===== src/hdl/lcdw_pkg.sv =====
package lcdw_pkg;

    localparam int MAX_DIGITS_DEF = 5;
    localparam int NUM_W          = 16;
    localparam int BITCNT_W       = $clog2(NUM_W);

    localparam logic [7:0] ASCII_ZERO = 8'h30;
    localparam logic [7:0] ASCII_NINE = 8'h39;

    // Text row start addresses; rows 1 and 2 interleave in the display RAM
    function automatic logic [7:0] row_base(input logic [1:0] row);
        logic [7:0] base;
        case (row)
            2'd0:    base = 8'h80;
            2'd1:    base = 8'h90;
            2'd2:    base = 8'h88;
            2'd3:    base = 8'h98;
            default: base = 8'h80;
        endcase
        return base;
    endfunction

endpackage


===== src/hdl/lcd_decimal_number_writer.sv =====
// Decimal number writer: one set-address command, then 0..MAX_DIGITS ASCII digits.
// Binary to BCD runs on one shift/add-3 unit, one input bit per cycle.
// The command byte is registered after the last conversion step, once the output is free.
// A new request is taken only in idle; o_stall is high until the last byte is registered.
// Reset (synchronous, active low) returns to idle and drops any pending output.
module lcd_decimal_number_writer #(
    parameter int MAX_DIGITS = lcdw_pkg::MAX_DIGITS_DEF
) (
    input  logic        i_clk,
    input  logic        i_rst_n,
    input  logic        i_valid,
    output logic        o_stall,
    input  logic [1:0]  i_row,
    input  logic [2:0]  i_column,
    input  logic [15:0] i_number,
    input  logic [2:0]  i_digit_count,
    output logic        o_valid,
    input  logic        i_stall,
    output logic        o_is_data,
    output logic [7:0]  o_write_byte,
    output logic        o_last
);

    localparam int BCD_W = 4 * MAX_DIGITS;

    localparam logic [1:0] S_IDLE = 2'd0;
    localparam logic [1:0] S_CONV = 2'd1;
    localparam logic [1:0] S_EMIT = 2'd2;

    logic [1:0]                    r_state, n_state;
    logic [lcdw_pkg::NUM_W-1:0]    r_bin, n_bin;
    logic [BCD_W-1:0]              r_bcd, n_bcd;
    logic [lcdw_pkg::BITCNT_W-1:0] r_bitcnt, n_bitcnt;
    logic [2:0]                    r_digits, n_digits;
    logic                          r_first, n_first;
    logic [7:0]                    r_addr, n_addr;
    logic                          r_ovalid, n_ovalid;
    logic                          r_is_data, n_is_data;
    logic [7:0]                    r_byte, n_byte;
    logic                          r_last, n_last;

    logic             in_xfer;
    logic             out_free;
    logic [BCD_W-1:0] bcd_adj;
    logic [3:0]       cur_digit;
    logic [2:0]       cnt_sat;

    assign o_stall      = (r_state != S_IDLE);
    assign in_xfer      = i_valid && !o_stall;
    assign out_free     = !r_ovalid || !i_stall;
    assign o_valid      = r_ovalid;
    assign o_is_data    = r_is_data;
    assign o_write_byte = r_byte;
    assign o_last       = r_last;

    assign cnt_sat = (i_digit_count > 3'(MAX_DIGITS)) ? 3'(MAX_DIGITS) : i_digit_count;

    // add-3 correction on every BCD digit before the shift
    always_comb begin
        for (int i = 0; i < MAX_DIGITS; i++) begin
            bcd_adj[4*i +: 4] = (r_bcd[4*i +: 4] >= 4'd5) ? r_bcd[4*i +: 4] + 4'd3
                                                          : r_bcd[4*i +: 4];
        end
    end

    always_comb begin
        cur_digit = 4'd0;
        for (int i = 0; i < MAX_DIGITS; i++) begin
            if (r_digits == 3'(i + 1)) begin
                cur_digit = r_bcd[4*i +: 4];
            end
        end
    end

    always_comb begin
        n_state   = r_state;
        n_bin     = r_bin;
        n_bcd     = r_bcd;
        n_bitcnt  = r_bitcnt;
        n_digits  = r_digits;
        n_first   = r_first;
        n_addr    = r_addr;
        n_ovalid  = r_ovalid && i_stall;
        n_is_data = r_is_data;
        n_byte    = r_byte;
        n_last    = r_last;
        case (r_state)
            S_IDLE: begin
                if (in_xfer) begin
                    n_bin    = i_number;
                    n_bcd    = '0;
                    n_bitcnt = '0;
                    n_digits = cnt_sat;
                    n_addr   = lcdw_pkg::row_base(i_row) + {5'd0, i_column};
                    n_state  = S_CONV;
                end
            end
            S_CONV: begin
                if (BCD_W > 1) begin
                    n_bcd = {bcd_adj[BCD_W-2:0], r_bin[lcdw_pkg::NUM_W-1]};
                end
                n_bin    = {r_bin[lcdw_pkg::NUM_W-2:0], 1'b0};
                n_bitcnt = r_bitcnt + 1'b1;
                if (r_bitcnt == lcdw_pkg::BITCNT_W'(lcdw_pkg::NUM_W - 1)) begin
                    n_first = 1'b1;
                    n_state = S_EMIT;
                end
            end
            S_EMIT: begin
                if (out_free) begin
                    n_ovalid = 1'b1;
                    if (r_first) begin
                        n_first   = 1'b0;
                        n_is_data = 1'b0;
                        n_byte    = r_addr;
                        n_last    = (r_digits == 3'd0);
                        if (r_digits == 3'd0) begin
                            n_state = S_IDLE;
                        end
                    end else begin
                        n_is_data = 1'b1;
                        n_byte    = lcdw_pkg::ASCII_ZERO + {4'd0, cur_digit};
                        n_last    = (r_digits == 3'd1);
                        n_digits  = r_digits - 3'd1;
                        if (r_digits == 3'd1) begin
                            n_state = S_IDLE;
                        end
                    end
                end
            end
            default: begin
                n_state = S_IDLE;
            end
        endcase
    end

    always_ff @(posedge i_clk) begin
        if (!i_rst_n) begin
            r_state  <= S_IDLE;
            r_ovalid <= 1'b0;
            r_first  <= 1'b0;
            r_bitcnt <= '0;
        end else begin
            r_state  <= n_state;
            r_ovalid <= n_ovalid;
            r_first  <= n_first;
            r_bitcnt <= n_bitcnt;
        end
        r_bin     <= n_bin;
        r_bcd     <= n_bcd;
        r_digits  <= n_digits;
        r_addr    <= n_addr;
        r_is_data <= n_is_data;
        r_byte    <= n_byte;
        r_last    <= n_last;
    end

`ifndef SYNTHESIS
    a_xfer_starts_conv: assert property (@(posedge i_clk) disable iff (!i_rst_n)
        in_xfer |=> (r_state == S_CONV) && (r_bitcnt == '0))
        else $error("transfer did not start conversion");

    a_conv_to_emit: assert property (@(posedge i_clk) disable iff (!i_rst_n)
        (r_state == S_CONV) && (r_bitcnt == lcdw_pkg::BITCNT_W'(lcdw_pkg::NUM_W - 1))
        |=> (r_state == S_EMIT) && r_first)
        else $error("conversion did not hand over to emit");

    a_digit_ascii: assert property (@(posedge i_clk) disable iff (!i_rst_n)
        o_valid && o_is_data |-> (o_write_byte >= lcdw_pkg::ASCII_ZERO)
                              && (o_write_byte <= lcdw_pkg::ASCII_NINE))
        else $error("data byte is not a decimal digit");

    a_digits_bounded: assert property (@(posedge i_clk) disable iff (!i_rst_n)
        (r_state == S_EMIT) |-> (r_digits <= 3'(MAX_DIGITS)))
        else $error("digit count out of range");
`endif

endmodule

===== config.mk =====
export PLATFORM = sky130hd
export DESIGN_NAME = lcd_decimal_number_writer
export DESIGN_NICKNAME = d
export VERILOG_FILES = /design/src/hdl/lcdw_pkg.sv /design/src/hdl/lcd_decimal_number_writer.sv
export SDC_FILE = /design/constraint.sdc
export NUM_CORES = 1
export LEC_CHECK = 0
export ABC_AREA = 1
export BUFFER_PORTS_ARGS = -buffer_cell sky130_fd_sc_hd__buf_2
export CORE_MARGIN = 2
export CORE_UTILIZATION = 52
export DETAILED_ROUTE_END_ITERATION = 10
export PLACE_DENSITY = 0.76
export SLEW_MARGIN = 20
export SYNTH_ARGS = -nofsm -noshare
export SYNTH_HDL_FRONTEND = slang
export SYNTH_SLANG_ARGS = --single-unit

===== constraint.sdc =====
create_clock -name i_clk -period 1.8 [get_ports i_clk]
set_clock_uncertainty 0.1 [all_clocks]
set_input_delay 0 -clock i_clk [delete_from_list [all_inputs] [get_ports i_clk]]
set_output_delay 0 -clock i_clk [all_outputs]
set_load 0.02 [all_outputs]

==> results of run 1 <==
cells in the final DEF (no fill, tap or decap), types with 2 or more instances in the layout:
master,instances
nand3_1,11
clkbuf_1,2
ha_1,15
edfxtp_1,53
inv_2,4
clkinv_2,3
nand2_1,90
buf_2,38
clkbuf_8,9
nor2_4,2
dlygate4sd3_1,28
nor2_1,33
buf_4,4
nor3_2,4
dfxtp_1,8
o21ai_1,4
o21ai_0,25
a21oi_1,25
nand2_2,2
xor2_1,4
inv_1,42
per-layer routing:
metal	vias to the layer above	global-route usage	part of all wire
met1	1096	0.2666	0.46
met4	0	0.1000	0.019
met5	-	0	0
li1	1272	-	-
met2	47	0.3504	0.49
met3	11	0.04396	0.034
logic make-up after synthesis:
| logic type | share of synthesized area |
|---|---|
| xor+xnor | 0.01383 |
| fa+ha+maj | 0.06322 |
| compound gates | 0.09996 |
| other cells | 0.001184 |
| simple gates | 0.1968 |
| flops | 0.5531 |
| buf+inv | 0.07191 |
timing repair:
item / 4_1_cts / 5_1_grt
gates resized for setup: 0 / 3
endpoints found under the setup margin: 0 / 4
endpoints found under the hold margin: 32 / 0
hold buffers: 28 / 0
worst paths after layout:
check,end,slack (ns),depth (start not counted)
worst min-delay path,r_addr[2]$_DFFE_PP_,0.29,2
worst min register to register,o_write_byte[7]$_SDFFCE_PN0P_,0.36,0
worst max register to register,r_bcd[17]$_SDFFCE_PN0P_,0.17,5
worst max-delay path,r_bcd[17]$_SDFFCE_PN0P_,0.17,5
state kept, by name, summed over array words and instances, names as in the netlist:
register and count:
r_state 2, r_bin 16, r_bcd 20, o_valid 1
o_write_byte 7, r_first 1, o_is_data 1, o_last 1
r_digits 3, r_bitcnt 4, r_addr 5
where the power goes:
group	total [uW]	leakage [uW]	switching, uW	internal (uW)
registers	1870	0.000584	113	1760
clock network	1020	0.0000845	528	490
logic	732	0.00103	462	270
through the flow:
| step | cell area [um^2] | power [uW] |
|---|---|---|
| floorplan | 3174 | 2379 |
| global placement | 3437 | 2542 |
| detailed placement | 3437 | 2575 |
| CTS | 3876 | 3630 |
| global route | 3886 | 3836 |
| finish | 3886 | 3622 |
area by class of cell:
type / count / share of cell area
Multi-Input combinational cell: 227 / 0.3091
Tap cell: 75 / 0.02415
Sequential cell: 61 / 0.4507
Clock buffer: 11 / 0.03381
Inverter: 47 / 0.04636
Clock inverter: 5 / 0.007083
Timing Repair Buffer: 70 / 0.1288
==> run metrics, run 1 <==
post-DP HPWL=4115 um; final antenna-violating net count=0; Max VDD drop=0.5533 mV; Worst slew margin=0.6506; num rows=28; setup TNS=0 ns; antenna cell count=0; CP peak stage delay=0.45 ns; Fmax achieved=614.9 MHz; final hold violations=0; Seq. cell area=around 0.0018 mm^2; final period utilization=0.9035; min-delay src=i_column[2]; worst-path fanout max=4; status=finished, final reports clean; max-slew violations=0; die span in x=82.04 um; fin crit period=1.626 ns; fill cell count=about 470; clk root buf=clkbuf_8; # Post-CTS Setup Buffers=0; clk_lat worst skew=0.34 ns; Initial Util=0.5349; Post-synth EDFFs=53; reg2reg start=r_bcd[16]$_SDFFCE_PN0P_; Mapped Area=0.003167 mm^2; final std cells w/o fill=496; core footprint=0.005921 mm^2; pin slew with the least headroom to its limit=0.5221 ns; crit path from=r_bcd[16]$_SDFFCE_PN0P_; fin util=0.6564; Power Density=approximately 930 mW/mm^2; asr flop ratio synth=0; GP Congestion=between 0.7 and 0.8; RSZ-0062 raised after global routing=no; crit end category=flip-flop; most common cell in the netlist=nand2_1; GRT Total Usage=0.2123; Setup WS pre-CTS=about 0.12 ns; post-synthesis sequential area ratio=0.5531; H-tree depth=3; via count=2426; Lkg Pwr=0.001701 uW; Synth Instances=between 300 and 400; Post-synth top cells=nand2_1, edfxtp_1, inv_1; largest net degree at the start of global routing=38; type of the worst setup path=flip-flop to flip-flop; crit-path cells=ha_1, a21oi_1, o21ai_0, o21ai_0, a21oi_1; share of the synthesized area in the top cell type=0.5026; slowest CP cell=edfxtp_1; vias in the first global route=2336; Chip Height=82.04 um; DRC violations left=0; Detailed Routing Iterations Pass 1=5; Ys Warns=0; maximum buffer depth of the clock tree=2; CTS tree=yes; initial antenna violation count=0; startpoint class of the critical path=flip-flop; Critical Path RT=1.78 ns; Avg Cell Area, Syn=9.179 um^2; layout cells sized above 1=0.1781; hold_ws=0.2915 ns; Synth area leader=edfxtp_1; die area=roughly 0.0067 mm^2; clock sinks=~60; setup slack after layout=0.1737 ns; Max-Cap Viols=0; number of DRC markers in iteration 0=118; Synth cell types=28; wire per inst=12.84 um; final setup fails=0; Hold Crit Class=input port to flip-flop; # port buffers=38; Final nets=460; grt ovf=0; cell family with most CP delay=compound AO/OA/AOI/OAI gates; Worst Path Arrival=around 1.6 ns; Synth Net Count=just under 400; ys flop type=edfxtp_1; footprint of the multi-input gates=0.001201 mm^2; Yosys reg bits=61; I/O pin count=40; Avg Vias per Cell=4.891; Routed WL=6369 um; clk slew on worst S/H paths=about 0.070 ns; number of instances in the placed design=452; first-pass GRT wire length=10540 um; Layout Area Growth over Synthesis=22.72%; Buf+Inv Stages, Crit Path=0; CTS Buf Count=9; largest cells by area after synthesis=edfxtp_1, nand2_1, ha_1, inv_1, dfxtp_1
(Power assumes the default switching activity.)
==> run 2, diff against run 1 <==
Settings changed: CORE_UTILIZATION 52 to 62, PLACE_DENSITY 0.76 to 0.85, RECOVER_POWER from default to 50.
Clock period 1.8 ns to 2 ns, I/O delays scaled along.
==> run 2 against run 1 <==
  * Critical path depth fell by 1
  * Highest routed layer unchanged
  * Core utilization up 11 points
  * Die area down 15%
  * Global-route usage is 7.2 points higher
  * Routed wire length up 18%
  * Sequential share of layout area grew 0.47 points
  * First-iteration DRC count rose by 22%
  * Worst hold slack got worse by 0.051 ns
==> run metrics, run 2 (synthesis results as in run 1) <==
commonest non-fill, non-tap cells in the layout=nand2_1, edfxtp_1, inv_1, nor2_1 (was nand2_1, edfxtp_1, inv_1, buf_2, nor2_1); I/O pin count=40 (unchanged); crit path from=r_state[1]$_SDFFE_PN0P_ (was r_bcd[16]$_SDFFCE_PN0P_); initial antenna violation count=0 (unchanged); CTS tree=yes (unchanged); largest net degree at the start of global routing=38 (unchanged); Fmax achieved=540.6 MHz (was 614.9 MHz); CP dominant cell by count=inv_1; startpoint class of the critical path=flip-flop (unchanged); slowest CP cell=clkbuf_4 (was edfxtp_1); core footprint=0.005010 mm^2 (was 0.005921 mm^2); clk root buf=clkbuf_8 (unchanged); wire per inst=15.31 um (was 12.84 um); # port buffers=38 (unchanged); GP Congestion=0.8891 (was 0.7789); Routed WL=7487 um (was 6369 um); die area=0.005696 mm^2 (was 0.006731 mm^2); setup TNS=0 ns (unchanged); crit-path cells=inv_1, o21ai_0, inv_1, clkbuf_4 (was ha_1, a21oi_1, o21ai_0, o21ai_0, a21oi_1); Power Density=922.7 mW/mm^2 (was 932.1 mW/mm^2); Worst Reg-to-Reg Cells=4 (was 5); top flop regs=r_bcd (20), r_bin (16), o_write_byte (7) (unchanged); Layout Area Growth over Synthesis=21.45% (was 22.72%); Detailed Routing Iterations Pass 1=4 (was 5); final setup fails=0 (unchanged); GRT Total Usage=0.2845 (was 0.2123); clk_lat worst skew=0.36 ns (was 0.34 ns); worst-path fanout max=37 (was 4); Final nets=458 (was 460); number of instances in the placed design=446 (was 452); Pwr Total=3549 uW (was 3622 uW); final period utilization=0.9248 (was 0.9035); Initial Util=0.6321 (was 0.5349); Hold Crit Class=input port to flip-flop (unchanged); clk slew on worst S/H paths=0.08 ns (was 0.07 ns); maximum buffer depth of the clock tree=2 (unchanged); Critical Path RT=1.89 ns (was 1.78 ns); vias in the first global route=2543 (was 2336); type of the worst setup path=flip-flop to flip-flop (unchanged); Max-Cap Viols=0 (unchanged); commonest non-fill, non-tap cell in the layout=nand2_1 (unchanged); status=finished, final reports clean (unchanged); final std cells w/o fill=489 (was 496); Max VDD drop=0.8195 mV (was 0.5533 mV); num rows=26 (was 28); RSZ-0062 raised after global routing=no (unchanged); antenna cell count=0 (unchanged); Hold Crit Depth=2 (unchanged); number of DRC markers in iteration 0=144 (was 118); final hold violations=0 (unchanged); Top reg by flops=r_bcd (unchanged); Worst slew margin=0.4884 (was 0.6506); CP peak stage delay=0.47 ns (was 0.45 ns); Chip Height=75.47 um (was 82.04 um); via count=2603 (was 2426); grt ovf=0 (unchanged); fin crit period=1.850 ns (was 1.626 ns); clock sinks=61 (unchanged); CTS Buf Count=9 (unchanged); H-tree depth=3 (unchanged); max FFs per register=20 (unchanged); min-delay src=i_column[1] (was i_column[2]); first-pass GRT wire length=11610 um (was 10540 um); max-slew violations=0 (unchanged); die span in x=75.47 um (was 82.04 um); pin slew with the least headroom to its limit=0.7666 ns (was 0.5221 ns); crit end category=flip-flop (unchanged); post-DP HPWL=4285 um (was 4115 um); Worst Path Arrival=1.74 ns (was 1.61 ns); final antenna-violating net count=0 (unchanged); layout cells sized above 1=0.1193 (was 0.1781); Avg Vias per Cell=5.323 (was 4.891); Gates resized, CTS repair=0 (unchanged); Lkg Pwr=0.001684 uW (was 0.001701 uW); reg2reg start=r_state[1]$_SDFFE_PN0P_ (was r_bcd[16]$_SDFFCE_PN0P_); DRC violations left=0 (unchanged)
[run 2: changes by cell type in the layout (fill, tap and decap cells not counted), sizes merged]
cell	delta
clkinv	-2
dlygate4sd3	-1
buf	-14
bufinv	+2
clkinvlp	-1
inv	+1
clkbuf	+13
[run 2: repair_timing]
action / in CTS / in global routing
endpoints found under the setup margin: 0 / 0
setup buffers: 0 / 0
hold buffers: 27 / 0
endpoints found under the hold margin: 32 / 0
[run 2: where the power goes]
part           total [uW]  internal, uW  leakage [uW]  switching (uW)
clock                1200           696      0.000107             502
combinational         660           228      0.000993             432
sequential           1690          1580      0.000584             107
total                3550          2510       0.00168            1040
[run 2: routing by layer]
| layer | track usage | vias to the layer above | share of wire |
|---|---|---|---|
| met3 | 0.06614 | 34 | 0.057 |
| met4 | 0.1832 | 0 | 0.044 |
| met1 | 0.3120 | 1188 | 0.38 |
| met5 | 0 | - | 0 |
| li1 | - | 1262 | - |
| met2 | 0.4937 | 119 | 0.52 |
[run 2: critical path, delay by kind of cell (launching register included)]
kind / cells / cell delay (ns)
buffers and inverters: 3 / 0.75
flip-flops: 1 / 0.36
AO/OA/AOI/OAI: 1 / 0.26
[run 2: area by class of cell]
class,count,area (um^2)
clock inverters,5,75.07
multi-input cells,227,1159
flip-flops and latches,61,1752
fillers,351,1164
clock buffers,11,131.4
well taps,70,87.58
repair buffers,68,465.4
inverters,47,176.4
[run 2: worst paths after layout]
kind              slack, ns                endpoint
setup / recovery       0.15  r_bcd[8]$_SDFFCE_PN0P_
hold / removal         0.24     r_addr[1]$_DFFE_PP_
setup reg to reg       0.15  r_bcd[8]$_SDFFCE_PN0P_
hold reg to reg        0.41      o_valid$_SDFF_PN0_
[run 2: stage by stage]
step                      setup WS (ns)    util  instance area [um^2]  hold slack [ns]
after floorplan                  0.1330       -                  3167        -0.001131
after global placement           0.3385  0.6843                  3428          0.07752
after detailed placement         0.2827  0.6843                  3428          0.07843
after CTS                        0.2563  0.7795                  3905           0.2563
after global routing            0.04063  0.7677                  3846           0.2736
final                            0.1504  0.7677                  3846           0.2400
==> run 3, diff against run 2 <==
Settings changed: ABC_AREA 1 to default.
==> run 3 against run 2 <==
  * Worst hold slack worse by 0.19 ns
  * Sequential power about the same
  * Power down 5.5%
  * Register-to-register slack about the same
==> run metrics, run 3 <==
status=finished, final reports clean (unchanged); placed cell area=0.003347 mm^2 (was 0.003428 mm^2); max FFs per register=20 (unchanged); Final nets=407 (was 458); initial antenna violation count=0 (unchanged); Seq. cell area=0.001752 mm^2 (unchanged); grt ovf=0 (unchanged); reg-to-reg endpoint=r_bcd[9]$_SDFFCE_PN0P_ (was r_bcd[8]$_SDFFCE_PN0P_); maximum buffer depth of the clock tree=2 (unchanged); RSZ-0062 raised after global routing=no (unchanged); commonest non-fill, non-tap cells in the layout=nand2_1, edfxtp_1, buf_2, dlygate4sd3_1, nor2_1 (was nand2_1, edfxtp_1, inv_1, nor2_1); clk root buf=clkbuf_8 (unchanged); Chip Height=74.93 um (was 75.47 um); slowest CP cell=dfxtp_1 (was clkbuf_4); largest net degree at the start of global routing=41 (was 38); fin crit period=1.846 ns (was 1.850 ns); Detailed Routing Iterations Pass 1=4 (unchanged); share of the synthesized area in the top cell type=0.5102 (was 0.5026); Mapped Area=0.003119 mm^2 (was 0.003167 mm^2); CP peak stage delay=0.37 ns (was 0.47 ns); pin slew with the least headroom to its limit=0.8052 ns (was 0.7666 ns); crit path from=r_state[0]$_SDFFE_PN0P_ (was r_state[1]$_SDFFE_PN0P_); Synth Instances=299 (was 345); Synth area leader=edfxtp_1 (unchanged); Gates resized, CTS repair=0 (unchanged); vias in the first global route=2338 (was 2543); GRT Total Usage=0.2664 (was 0.2845); CTS Hold Bufs=26 (was 27); Worst slew margin=0.4632 (was 0.4884); GP Congestion=0.7730 (was 0.8891); Top reg by flops=r_bcd (unchanged); Worst Reg-to-Reg Cells=6 (was 4); final antenna-violating net count=0 (unchanged); DRC violations left=0 (unchanged); type of the worst setup path=flip-flop to flip-flop (unchanged); Avg Vias per Cell=5.411 (was 5.323); reg2reg start=r_state[0]$_SDFFE_PN0P_ (was r_state[1]$_SDFFE_PN0P_); Sw Ratio=0.2940 (was 0.2932); first-pass GRT wire length=10780 um (was 11610 um); crit end category=flip-flop (unchanged); die span in x=74.93 um (was 75.47 um); core footprint=0.004786 mm^2 (was 0.005010 mm^2); crit-path cells=nor2b_2, nand2b_2, inv_1, nor2_1, inv_1, buf_12 (was inv_1, o21ai_0, inv_1, clkbuf_4); Setup WS pre-CTS=0.2250 ns (was 0.2827 ns); Post-Layout Inst Area=0.003732 mm^2 (was 0.003846 mm^2); wire per inst=15.51 um (was 15.31 um); final hold violations=0 (unchanged); Lkg Pwr=0.001472 uW (was 0.001684 uW); most common cell in the netlist=nand2_1 (unchanged); commonest non-fill, non-tap cell in the layout=nand2_1 (unchanged); clk slew on worst S/H paths=0.07 ns (was 0.08 ns); num rows=25 (was 26); I/O pin count=40 (unchanged); Hold Crit Class=input port to flip-flop (unchanged); top flop regs=r_bcd (20), r_bin (16), o_write_byte (7) (unchanged); asr flop ratio synth=0 (unchanged); via count=2354 (was 2603); worst-path fanout max=36 (was 37); CP dominant cell by count=inv_1 (unchanged); clock sinks=61 (unchanged); Comb power frac=0.209 (was 0.186); ys flop type=edfxtp_1 (unchanged); fill cell count=300 (was 351); Power Density=898.5 mW/mm^2 (was 922.7 mW/mm^2); Flop pwr share=0.510 (was 0.476); number of DRC markers in iteration 0=156 (was 144); Avg Cell Area, Syn=10.43 um^2 (was 9.179 um^2); Max-Cap Viols=0 (unchanged); layout cells sized above 1=0.1223 (was 0.1193); hold_ws=0.04997 ns (was 0.2400 ns); net load switching power=986.0 uW (was 1041 uW); clock power share=0.281 (was 0.338); setup TNS=0 ns (unchanged); worst setup path end=r_bcd[9]$_SDFFCE_PN0P_ (was r_bcd[8]$_SDFFCE_PN0P_); Yosys reg bits=61 (unchanged); max-slew violations=0 (unchanged); setup slack after layout=0.1544 ns (was 0.1504 ns); Critical Path RT=1.93 ns (was 1.89 ns); Layout Area Growth over Synthesis=19.66% (was 21.45%); Ys Warns=0 (unchanged); Synth cell types=43 (was 28); Routed WL=6748 um (was 7487 um); r2r setup slk=0.15 ns (about the same); startpoint class of the critical path=flip-flop (unchanged); Post-synth top cells=nand2_1, edfxtp_1, nor2_1 (was nand2_1, edfxtp_1, inv_1); # port buffers=38 (unchanged); CTS tree=yes (unchanged); Fmax achieved=541.8 MHz (was 540.6 MHz); Initial Util=0.6518 (was 0.6321); die area=0.005615 mm^2 (was 0.005696 mm^2); final std cells w/o fill=435 (was 489); P_int=2367 uW (was 2508 uW); antenna cell count=0 (unchanged); CTS Buf Count=9 (unchanged); clk_lat worst skew=0.34 ns (was 0.36 ns); # Post-CTS Setup Buffers=0 (unchanged); number of instances in the placed design=393 (was 446); post-DP HPWL=3780 um (was 4285 um); Synth Net Count=343 (was 389); final period utilization=0.9228 (was 0.9248); Worst Path Arrival=1.78 ns (was 1.74 ns); post-synthesis sequential area ratio=0.5616 (was 0.5531); final setup fails=0 (unchanged); largest cells by area after synthesis=edfxtp_1, nand2_1, ha_1, dfxtp_1, a21oi_1 (was edfxtp_1, nand2_1, ha_1, inv_1, dfxtp_1); footprint of the multi-input gates=0.001214 mm^2 (was 0.001159 mm^2); Max VDD drop=0.5834 mV (was 0.8195 mV); H-tree depth=3 (unchanged); Post-synth EDFFs=53 (unchanged)
-- run 3: routing by layer --
layer	global-route usage	vias to the layer above	wire (um)
met5	0	-	0
met4	0.1349	0	155
met3	0.06292	16	334
met2	0.4688	72	3556
met1	0.3016	1105	2702
li1	-	1161	-
-- run 3: worst min-delay path by stage --
stage,slack (ns),from,cells after the start,end
finish,0.05,i_valid,4,r_bitcnt[2]$_SDFFE_PN0P_
global route,0.07,i_valid,4,r_bitcnt[2]$_SDFFE_PN0P_
CTS,0.06,i_valid,4,r_bitcnt[2]$_SDFFE_PN0P_
detailed placement,0.08,i_column[2],1,r_addr[2]$_DFFE_PP_
global placement,0.08,i_row[0],1,r_addr[4]$_DFFE_PP_
floorplan,-0.001,i_column[0],0,r_addr[0]$_DFFE_PP_
-- run 3: power by group through the flow --
stage                     Sequential (uW)  Combinational [uW]  Clock, uW
final                                1710                 700        942
after global routing                 1730                 784        993
after CTS                            1710                 692        935
after detailed placement             1730                 650          0
after global placement               1720                 618          0
after floorplan                      1710                 494          0
-- run 3: critical path, delay by kind of cell (launching register included) --
family	cells	cell delay, ns
DFF	1	0.37
buffers and inverters	3	0.66
and+or+nand+nor	3	0.40
-- run 3: cell type report --
cell class | count | share of cell area
clock buffers | 16 | 0.04291
flip-flops and latches | 61 | 0.4693
inverters | 15 | 0.01509
well taps | 67 | 0.02246
multi-input cells | 209 | 0.3252
repair buffers | 67 | 0.1250
-- run 3: cells by family (layout without fill, tap and decap cells) --
| kind of cell | count (synthesis) | count (layout) | synth area share |
|---|---|---|---|
| and+or+nand+nor | 131 | 131 | 0.1945 |
| DFF | 61 | 61 | 0.5616 |
| AOI/OAI and AO/OA | 49 | 49 | 0.1003 |
| buffers and inverters | 29 | 98 | 0.04412 |
| adders and majority gates | 16 | 16 | 0.06418 |
| xor gates and xnor gates | 11 | 11 | 0.03089 |
| other | 1 | 1 | 0.001202 |
| muxes | 1 | 1 | 0.003209 |
-- run 3: metrics by stage --
stage	total power, uW	utilization
6_report	3353	0.7799
3_3_place_gp	2342	0.6993
4_1_cts	3334	0.7872
2_1_floorplan	2203	-
5_1_grt	3506	0.7799
3_5_place_dp	2384	0.6993
